--- src/rtl/cca_pkg.sv ---
// ----------------------------------------------------------------------------
// cca_pkg
// Shared types and constants of the coulomb charge accumulator: the request
// and response beat layouts, item kinds, register indexes and reset values.
// ----------------------------------------------------------------------------
package cca_pkg;

   localparam int TIME_BITS   = 32;
   localparam int SAMPLE_BITS = 10;
   localparam int CFG_BITS    = 16;
   localparam int OUT_BITS    = 32;
   localparam int COUNT_BITS_DEFAULT = 32;

   // item kinds
   localparam logic KIND_POLL      = 1'b0;
   localparam logic KIND_DAY_RESET = 1'b1;

   // register indexes
   localparam int CSR_INDEX_BITS = 1;
   localparam logic [CSR_INDEX_BITS-1:0] CSR_INTERVAL_MS = 1'd0;
   localparam logic [CSR_INDEX_BITS-1:0] CSR_FINE_UNIT   = 1'd1;

   localparam logic [CFG_BITS-1:0] INTERVAL_MS_RESET = 16'd20;
   localparam logic [CFG_BITS-1:0] FINE_UNIT_RESET   = 16'd1000;

   typedef struct packed {
      logic                   kind;
      logic [TIME_BITS-1:0]   now_ms;
      logic [SAMPLE_BITS-1:0] charge_sample;
      logic [SAMPLE_BITS-1:0] discharge_sample;
   } req_type;

   typedef struct packed {
      logic [OUT_BITS-1:0]        charge_count;
      logic [OUT_BITS-1:0]        discharge_count;
      logic signed [OUT_BITS-1:0] remaining_count;
      logic [OUT_BITS-1:0]        elapsed_ms;
   } rsp_type;

   typedef struct packed {
      logic [CFG_BITS-1:0] interval_ms;
      logic [CFG_BITS-1:0] fine_unit;
   } cfg_type;

endpackage

--- src/rtl/coulomb_charge_accumulator.sv ---
// ----------------------------------------------------------------------------
// coulomb_charge_accumulator
// Coulomb counter integrating charge and discharge current samples into
// fine sums and coarse counts, with a day reset capturing the balance.
// ----------------------------------------------------------------------------
// Usage:
//   req channel: req_valid / req_stall / req_data. A beat is a poll (time and
//   two current samples) or a day reset. Each beat yields one rsp beat.
//   rsp channel: rsp_valid / rsp_stall / rsp_data with the coarse counts,
//   the balance captured at the last day reset and the elapsed tick time.
//   csr channel: csr_valid / csr_ready / csr_index / csr_data writes the
//   interval (index 0) and fine unit (index 1); csr_ready is always high.
//   Write it only while no beat is in flight.
// Timing: a request beat is registered in the input stage, processed by
//   combinational logic against the accumulator registers and lands in the
//   response register, so rsp_valid rises once the beat has passed the input
//   register and then the response register. One beat per cycle is sustained
//   while rsp_stall is low; the state update loop is combinational.
// Reset: synchronous; empties both stages, clears all sums and counts and
//   loads interval 20 and fine unit 1000.
// Stall: a stalled response holds; the input stage then fills and req_stall
//   rises, so at most one further beat is taken while the output waits.
// ----------------------------------------------------------------------------
module coulomb_charge_accumulator import cca_pkg::*; #(
   parameter int COUNT_BITS = COUNT_BITS_DEFAULT
) (
   input  logic                      clock,
   input  logic                      reset,
   input  logic                      req_valid,
   output logic                      req_stall,
   input  req_type                   req_data,
   output logic                      rsp_valid,
   input  logic                      rsp_stall,
   output rsp_type                   rsp_data,
   input  logic                      csr_valid,
   output logic                      csr_ready,
   input  logic [CSR_INDEX_BITS-1:0] csr_index,
   input  logic [CFG_BITS-1:0]       csr_data
);

   cfg_type cfg;
   req_type item_ff, item_in;
   logic    in_valid_ff, in_valid_in;
   rsp_type out_data_ff, out_data_in;
   logic    out_valid_ff, out_valid_in;
   rsp_type result;
   logic    fire;
   logic    in_take;

   cca_csr u_csr (
      .clock     (clock),
      .reset     (reset),
      .csr_valid (csr_valid),
      .csr_ready (csr_ready),
      .csr_index (csr_index),
      .csr_data  (csr_data),
      .cfg       (cfg)
   );

   cca_core #(
      .COUNT_BITS (COUNT_BITS)
   ) u_core (
      .clock  (clock),
      .reset  (reset),
      .fire   (fire),
      .item   (item_ff),
      .cfg    (cfg),
      .result (result)
   );

   // input stage moves on when the output register is free or draining
   assign fire      = in_valid_ff && (!out_valid_ff || !rsp_stall);
   assign req_stall = in_valid_ff && !fire;
   assign in_take   = req_valid && !req_stall;

   always_comb begin
      item_in      = in_take ? req_data : item_ff;
      in_valid_in  = in_take || (in_valid_ff && !fire);
      out_data_in  = fire ? result : out_data_ff;
      out_valid_in = fire || (out_valid_ff && rsp_stall);
   end

   always_ff @(posedge clock) begin
      if (reset) begin
         in_valid_ff  <= 1'b0;
         out_valid_ff <= 1'b0;
      end else begin
         in_valid_ff  <= in_valid_in;
         out_valid_ff <= out_valid_in;
      end
   end

   always_ff @(posedge clock) begin
      item_ff     <= item_in;
      out_data_ff <= out_data_in;
   end

   assign rsp_valid = out_valid_ff;
   assign rsp_data  = out_data_ff;

`ifndef SYNTHESIS
   a_stall_needs_item: assert property (@(posedge clock)
      req_stall |-> in_valid_ff)
      else $error("req_stall raised with an empty input stage");

   a_blocked_output_stalls: assert property (@(posedge clock) disable iff (reset)
      (in_valid_ff && rsp_valid && rsp_stall) |-> req_stall)
      else $error("input not held off while output is blocked");

   a_empty_after_reset: assert property (@(posedge clock)
      $past(reset) |-> !rsp_valid)
      else $error("response valid right after reset");

   a_fire_fills_output: assert property (@(posedge clock) disable iff (reset)
      fire |=> rsp_valid)
      else $error("processed beat did not reach the response register");
`endif

endmodule

--- src/rtl/cca_csr.sv ---
// ----------------------------------------------------------------------------
// cca_csr
// Configuration registers: tick interval and fine unit, written one beat at
// a time through the csr channel, which never holds off a write.
// ----------------------------------------------------------------------------
module cca_csr import cca_pkg::*; (
   input  logic                      clock,
   input  logic                      reset,
   input  logic                      csr_valid,
   output logic                      csr_ready,
   input  logic [CSR_INDEX_BITS-1:0] csr_index,
   input  logic [CFG_BITS-1:0]       csr_data,
   output cfg_type                   cfg
);

   cfg_type cfg_ff;
   cfg_type cfg_in;

   assign csr_ready = 1'b1;
   assign cfg       = cfg_ff;

   always_comb begin
      cfg_in = cfg_ff;
      if (csr_valid) begin
         unique case (csr_index)
            CSR_INTERVAL_MS: cfg_in.interval_ms = csr_data;
            CSR_FINE_UNIT:   cfg_in.fine_unit   = csr_data;
            default:         cfg_in = cfg_ff;
         endcase
      end
   end

   always_ff @(posedge clock) begin
      if (reset) begin
         cfg_ff.interval_ms <= INTERVAL_MS_RESET;
         cfg_ff.fine_unit   <= FINE_UNIT_RESET;
      end else begin
         cfg_ff <= cfg_in;
      end
   end

endmodule

--- src/rtl/cca_core.sv ---
// ----------------------------------------------------------------------------
// cca_core
// Accumulator state and the combinational update for one item: tick and
// sample integration, fine-to-coarse transfer and the day reset.
// ----------------------------------------------------------------------------
module cca_core import cca_pkg::*; #(
   parameter int COUNT_BITS = COUNT_BITS_DEFAULT
) (
   input  logic    clock,
   input  logic    reset,
   input  logic    fire,
   input  req_type item,
   input  cfg_type cfg,
   output rsp_type result
);

   localparam int PROD_BITS = SAMPLE_BITS + CFG_BITS;

   logic [TIME_BITS-1:0]  start_time_ff, start_time_in;
   logic [TIME_BITS-1:0]  tick_time_ff, tick_time_in;
   logic [COUNT_BITS-1:0] charge_fine_ff, charge_fine_in;
   logic [COUNT_BITS-1:0] discharge_fine_ff, discharge_fine_in;
   logic [COUNT_BITS-1:0] charge_total_ff, charge_total_in;
   logic [COUNT_BITS-1:0] discharge_total_ff, discharge_total_in;
   logic [COUNT_BITS-1:0] remaining_total_ff, remaining_total_in;

   logic [TIME_BITS-1:0]  since;
   logic [PROD_BITS-1:0]  charge_prod;
   logic [PROD_BITS-1:0]  discharge_prod;
   logic [COUNT_BITS-1:0] unit;

   assign since          = item.now_ms - tick_time_ff;
   assign charge_prod    = PROD_BITS'(item.charge_sample) * PROD_BITS'(cfg.interval_ms);
   assign discharge_prod = PROD_BITS'(item.discharge_sample) * PROD_BITS'(cfg.interval_ms);
   assign unit           = COUNT_BITS'(cfg.fine_unit);

   always_comb begin
      start_time_in      = start_time_ff;
      tick_time_in       = tick_time_ff;
      charge_fine_in     = charge_fine_ff;
      discharge_fine_in  = discharge_fine_ff;
      charge_total_in    = charge_total_ff;
      discharge_total_in = discharge_total_ff;
      remaining_total_in = remaining_total_ff;
      if (item.kind == KIND_DAY_RESET) begin
         remaining_total_in = charge_total_ff - discharge_total_ff;
         charge_total_in    = '0;
         discharge_total_in = '0;
         charge_fine_in     = '0;
         discharge_fine_in  = '0;
         tick_time_in       = item.now_ms;
         start_time_in      = item.now_ms;
      end else if (since > TIME_BITS'(cfg.interval_ms)) begin
         // products wrap into the fine sums like the sums themselves
         charge_fine_in    = charge_fine_ff + COUNT_BITS'(charge_prod);
         discharge_fine_in = discharge_fine_ff + COUNT_BITS'(discharge_prod);
         tick_time_in      = tick_time_ff + TIME_BITS'(cfg.interval_ms);
      end else if (charge_fine_ff > unit) begin
         charge_total_in = charge_total_ff + COUNT_BITS'(1);
         charge_fine_in  = charge_fine_ff - unit;
      end else if (discharge_fine_ff > unit) begin
         discharge_total_in = discharge_total_ff + COUNT_BITS'(1);
         discharge_fine_in  = discharge_fine_ff - unit;
      end
   end

   // result shows the state after this item
   always_comb begin
      result.charge_count    = OUT_BITS'(charge_total_in);
      result.discharge_count = OUT_BITS'(discharge_total_in);
      result.remaining_count = OUT_BITS'(remaining_total_in);
      result.elapsed_ms      = OUT_BITS'(tick_time_in - start_time_in);
   end

   always_ff @(posedge clock) begin
      if (reset) begin
         start_time_ff      <= '0;
         tick_time_ff       <= '0;
         charge_fine_ff     <= '0;
         discharge_fine_ff  <= '0;
         charge_total_ff    <= '0;
         discharge_total_ff <= '0;
         remaining_total_ff <= '0;
      end else if (fire) begin
         start_time_ff      <= start_time_in;
         tick_time_ff       <= tick_time_in;
         charge_fine_ff     <= charge_fine_in;
         discharge_fine_ff  <= discharge_fine_in;
         charge_total_ff    <= charge_total_in;
         discharge_total_ff <= discharge_total_in;
         remaining_total_ff <= remaining_total_in;
      end
   end

endmodule
--- config.mk ---
export PLATFORM = sky130hd
export DESIGN_NAME = coulomb_charge_accumulator
export DESIGN_NICKNAME = d
export VERILOG_FILES = /design/src/rtl/cca_pkg.sv /design/src/rtl/coulomb_charge_accumulator.sv /design/src/rtl/cca_csr.sv /design/src/rtl/cca_core.sv
export SDC_FILE = /design/constraint.sdc
export NUM_CORES = 2
export LEC_CHECK = 0
export ABC_AREA = 1
export BUFFER_PORTS_ARGS = -buffer_cell sky130_fd_sc_hd__buf_2
export CORE_MARGIN = 2
export CORE_UTILIZATION = 47
export DETAILED_ROUTE_END_ITERATION = 16
export PLACE_DENSITY = 0.62
export SLEW_MARGIN = 10
export SYNTH_ARGS = -nofsm -noshare
export SYNTH_HDL_FRONTEND = slang
export SYNTH_SLANG_ARGS = --single-unit
export TNS_END_PERCENT = 100
--- constraint.sdc ---
create_clock -name clock -period 8.65 [get_ports clock]
set_input_delay 0.4325 -clock clock [delete_from_list [all_inputs] [get_ports clock]]
set_output_delay 0.4325 -clock clock [all_outputs]
set_load 0.01 [all_outputs]
==> flow_metrics.tcl <==
set metrics [dict create \
    ys_types 64 \
    final_cells 6762 \
    avgSynthCellArea_sq_um 7.321 \
    max_cap_viol_count 0 \
    antenna_found_initial 12 \
    dp_hpwl_um 92370 \
    crit_end "rsp_data[28]" \
    fp.dieH_um 295.1 \
    clockBufferDepth 3 \
    grt_pass1_wl_um 188600 \
    cts_tree "yes" \
    timing.critical_path.mode_cell "nand2_1" \
    wl_per_cell_um 17.68 \
    startpoint_type "flop" \
    setup.worst_path.end_class "flop" \
    p_per_area_nw_per_um2 212.4 \
    grt_use_total 0.2760 \
    async_reset_ff_frac 0 \
    fin_skew_ns 0.04929 \
    crit_fanout 23 \
    nets 6218 \
    io_pins 206 \
    die_area_sq_um 87060 \
    cts_post_setup_buffers_inserted 0 \
    firstDrtPassIters 5 \
    routabilityCongestion 0.9542 \
    worst_ep_required_time_ns 9.06 \
    layout-drive-gt1-share 0.07572 \
    numCtsBuffers 54 \
    design_area_sq_um 44040 \
    r2r_start "item_ff[33]" \
    final.setup.tns_ns 0 \
    dp_cells 6616 \
    startpoint "item_ff[33]" \
    drc 0 \
    core-area_sq_um 83820 \
    wl_met1_um 53540 \
    hold_path.class "input port to flop" \
    worstMarginPinSlew_ns 1.062 \
    clockRootBuffer "clkbuf_16" \
    grt_pass1_vias 34523 \
    std_cell_rows 106 \
    layout_commonest_cell "nand2_1" \
    grt_max_degree 96 \
    drv_slew 0 \
    port_buffers 204 \
    drt_wl_total_um 119600 \
    syn_to_final_growth_pct 10.60 \
    synth_seq_cells 439 \
    maxSlewHeadroom 0.2920 \
    syn_area_sq_um 39820 \
    fin_crit_ns 7.366 \
    timing_hold_violations_final 0 \
    synthCells 5439 \
    maxUsedRoutingLayer "met5" \
    ant_nets 0 \
    synth_fp_nets 6077 \
    crit_arrival_ns 7.78 \
    synth_top_flop_cell "dfxtp_1" \
    reg2reg_setup_slack_ns 1.28 \
    slowest_delay_ns 0.47 \
    drt-initial-drc-count 2501 \
    htreeDepth 2 \
    vias_per_cell 5.284 \
    rsz0062_at_grt "no" \
    final_util 0.5254 \
    place_area_sq_um 41770 \
    slowest_stage "fa_1" \
    p_leak_nw 21.61 \
    vias 35729 \
    worstSetupPathType "flop to flop" \
    finalCritPeriodShare 0.8516 \
    initial_utilization 0.4750 \
    dr_wl_met2_um 54030 \
    path_clk_slew_ns 0.07 \
    reg2reg_depth 45 \
    wl_met3_um 8567 \
    clock_sinks 439 \
    synth_edf_count 181 \
    ys_seq_area_frac 0.2662 \
    setup_viol 0 \
    die_w_um 295.1 \
    overflow 0 \
    final_cell_mix "nand2_1, inv_1, a21oi_1, nor2_1, o21ai_0" \
    status "completed" \
    fmax_mhz 135.8 \
    clk_latency_ns 0.66 \
    vdd.ir_drop.worst_mv 0.1649 \
    synth-warning-count 0 \
    r2r-end "rsp_data[28]" \
]
## per-stage QoR
step / hold WS, ns / power (mW) / worst slack, ns
2_1_floorplan: 0.4264 / 5.879 / 2.869
3_3_place_gp: 0.4373 / 6.957 / 1.572
3_5_place_dp: 0.4403 / 6.995 / 1.412
4_1_cts: 0.0003559 / 9.409 / 1.373
5_1_grt: 0.001222 / 10.20 / 0.7140
6_report: 0.02704 / 9.352 / 1.284
## cells in the mapped netlist (8+ instances only)
library cell	instances	area [sq um]
nand2_2	13	81.33
o21ai_1	11	55.05
inv_1	1021	3832
nand2_1	1309	4913
o21bai_1	18	135.1
nor2_1	347	1303
o221ai_1	12	105.1
a21boi_0	9	67.56
nor2_2	12	75.07
buf_1	15	56.30
edfxtp_1	181	5435
nand4_1	50	312.8
xor2_1	98	858.3
fa_1	278	5565
o211ai_1	24	180.2
or2_2	16	100.1
nand3b_1	9	67.56
a21oi_1	447	2237
a32oi_1	12	105.1
a31oi_1	21	131.4
nand3_1	201	1006
nor3_1	48	240.2
a211oi_1	15	112.6
buf_2	15	75.07
inv_2	21	78.83
o21a_1	9	67.56
o21ai_0	319	1597
a221oi_1	8	70.07
xnor2_1	65	569.3
nor4_1	24	150.1
clkbuf_1	163	611.8
ha_1	285	3566
dfxtp_1	258	5165
a22oi_1	21	157.7
## area by class of cell
type,instances,area (sq um)
Tap cell,1134,1419
Clock inverter,29,322.8
Timing Repair Buffer,283,1722
Fill cell,8381,39780
Antenna cell,2,5.005
Sequential cell,439,10600
Multi-Input combinational cell,3755,24510
Clock buffer,73,1524
Inverter,1047,3938
## state kept, by name (all words and copies together), names as in the netlist, named ones only
name                       cells
u_core.start_time_ff          32
u_core.charge_fine_ff         32
u_core.charge_total_ff        32
u_core.tick_time_ff           31
item_ff                       53
u_core.discharge_fine_ff      32
u_core.discharge_total_ff     32
in_valid_ff                    1
rsp_valid                      1
u_csr.cfg                     32
u_core.remaining_total_ff     32
rsp_data                     128
## timing repair
action	CTS	global route
hold endpoints to repair	41	1
hold buffers	41	1
gates resized for setup	0	0
## per-layer routing
| layer | up-vias | global-route usage |
|---|---|---|
| met4 | 8 | 0.07936 |
| met3 | 189 | 0.04684 |
| li1 | 17583 | - |
| met2 | 1155 | 0.4502 |
| met1 | 16794 | 0.3769 |
| met5 | - | 0 |
## cell families (layout without fill, tap and decap cells)
kind of cell,after synthesis,in the layout,synth area share
AO/OA/AOI/OAI,961,961,0.1331
XOR/XNOR,163,163,0.03585
adder cells (fa/ha/maj),563,563,0.2293
buffers and inverters,1245,1432,0.1185
flip-flops,439,439,0.2662
other,1,3,0.00009418
AND/OR/NAND/NOR,2067,2067,0.2169
## worst min-delay path by stage
stage	startpoint	endpoint	slack (ns)	depth (start not counted)
after global placement	u_core.remaining_total_ff[22]	u_core.remaining_total_ff[22]	0.44	2
after floorplan	u_core.remaining_total_ff[29]	u_core.remaining_total_ff[29]	0.43	2
final	req_data[29]	item_ff[29]	0.03	1
after global routing	req_data[29]	item_ff[29]	0.001	1
after CTS	req_data[29]	item_ff[29]	0.0004	1
after detailed placement	u_core.remaining_total_ff[22]	u_core.remaining_total_ff[22]	0.44	2
## where the power goes
| group | internal, mW | leakage [nW] | switching (mW) |
|---|---|---|---|
| combinational | 1.66 | 16.8 | 2.82 |
| sequential | 2.34 | 3.88 | 0.161 |
| clock | 1.36 | 0.890 | 1.00 |
| total | 5.36 | 21.6 | 3.99 |
## critical path: cells and delay by family (launching register included)
kind | cells | cell delay [ns]
simple gates | 28 | 3.29
compound gates | 8 | 1.55
fa+ha+maj | 3 | 1.16
buf+inv | 5 | 0.53
flops | 1 | 0.43
xor+xnor | 1 | 0.17
Note: power is estimated with default switching activity, not from simulation.
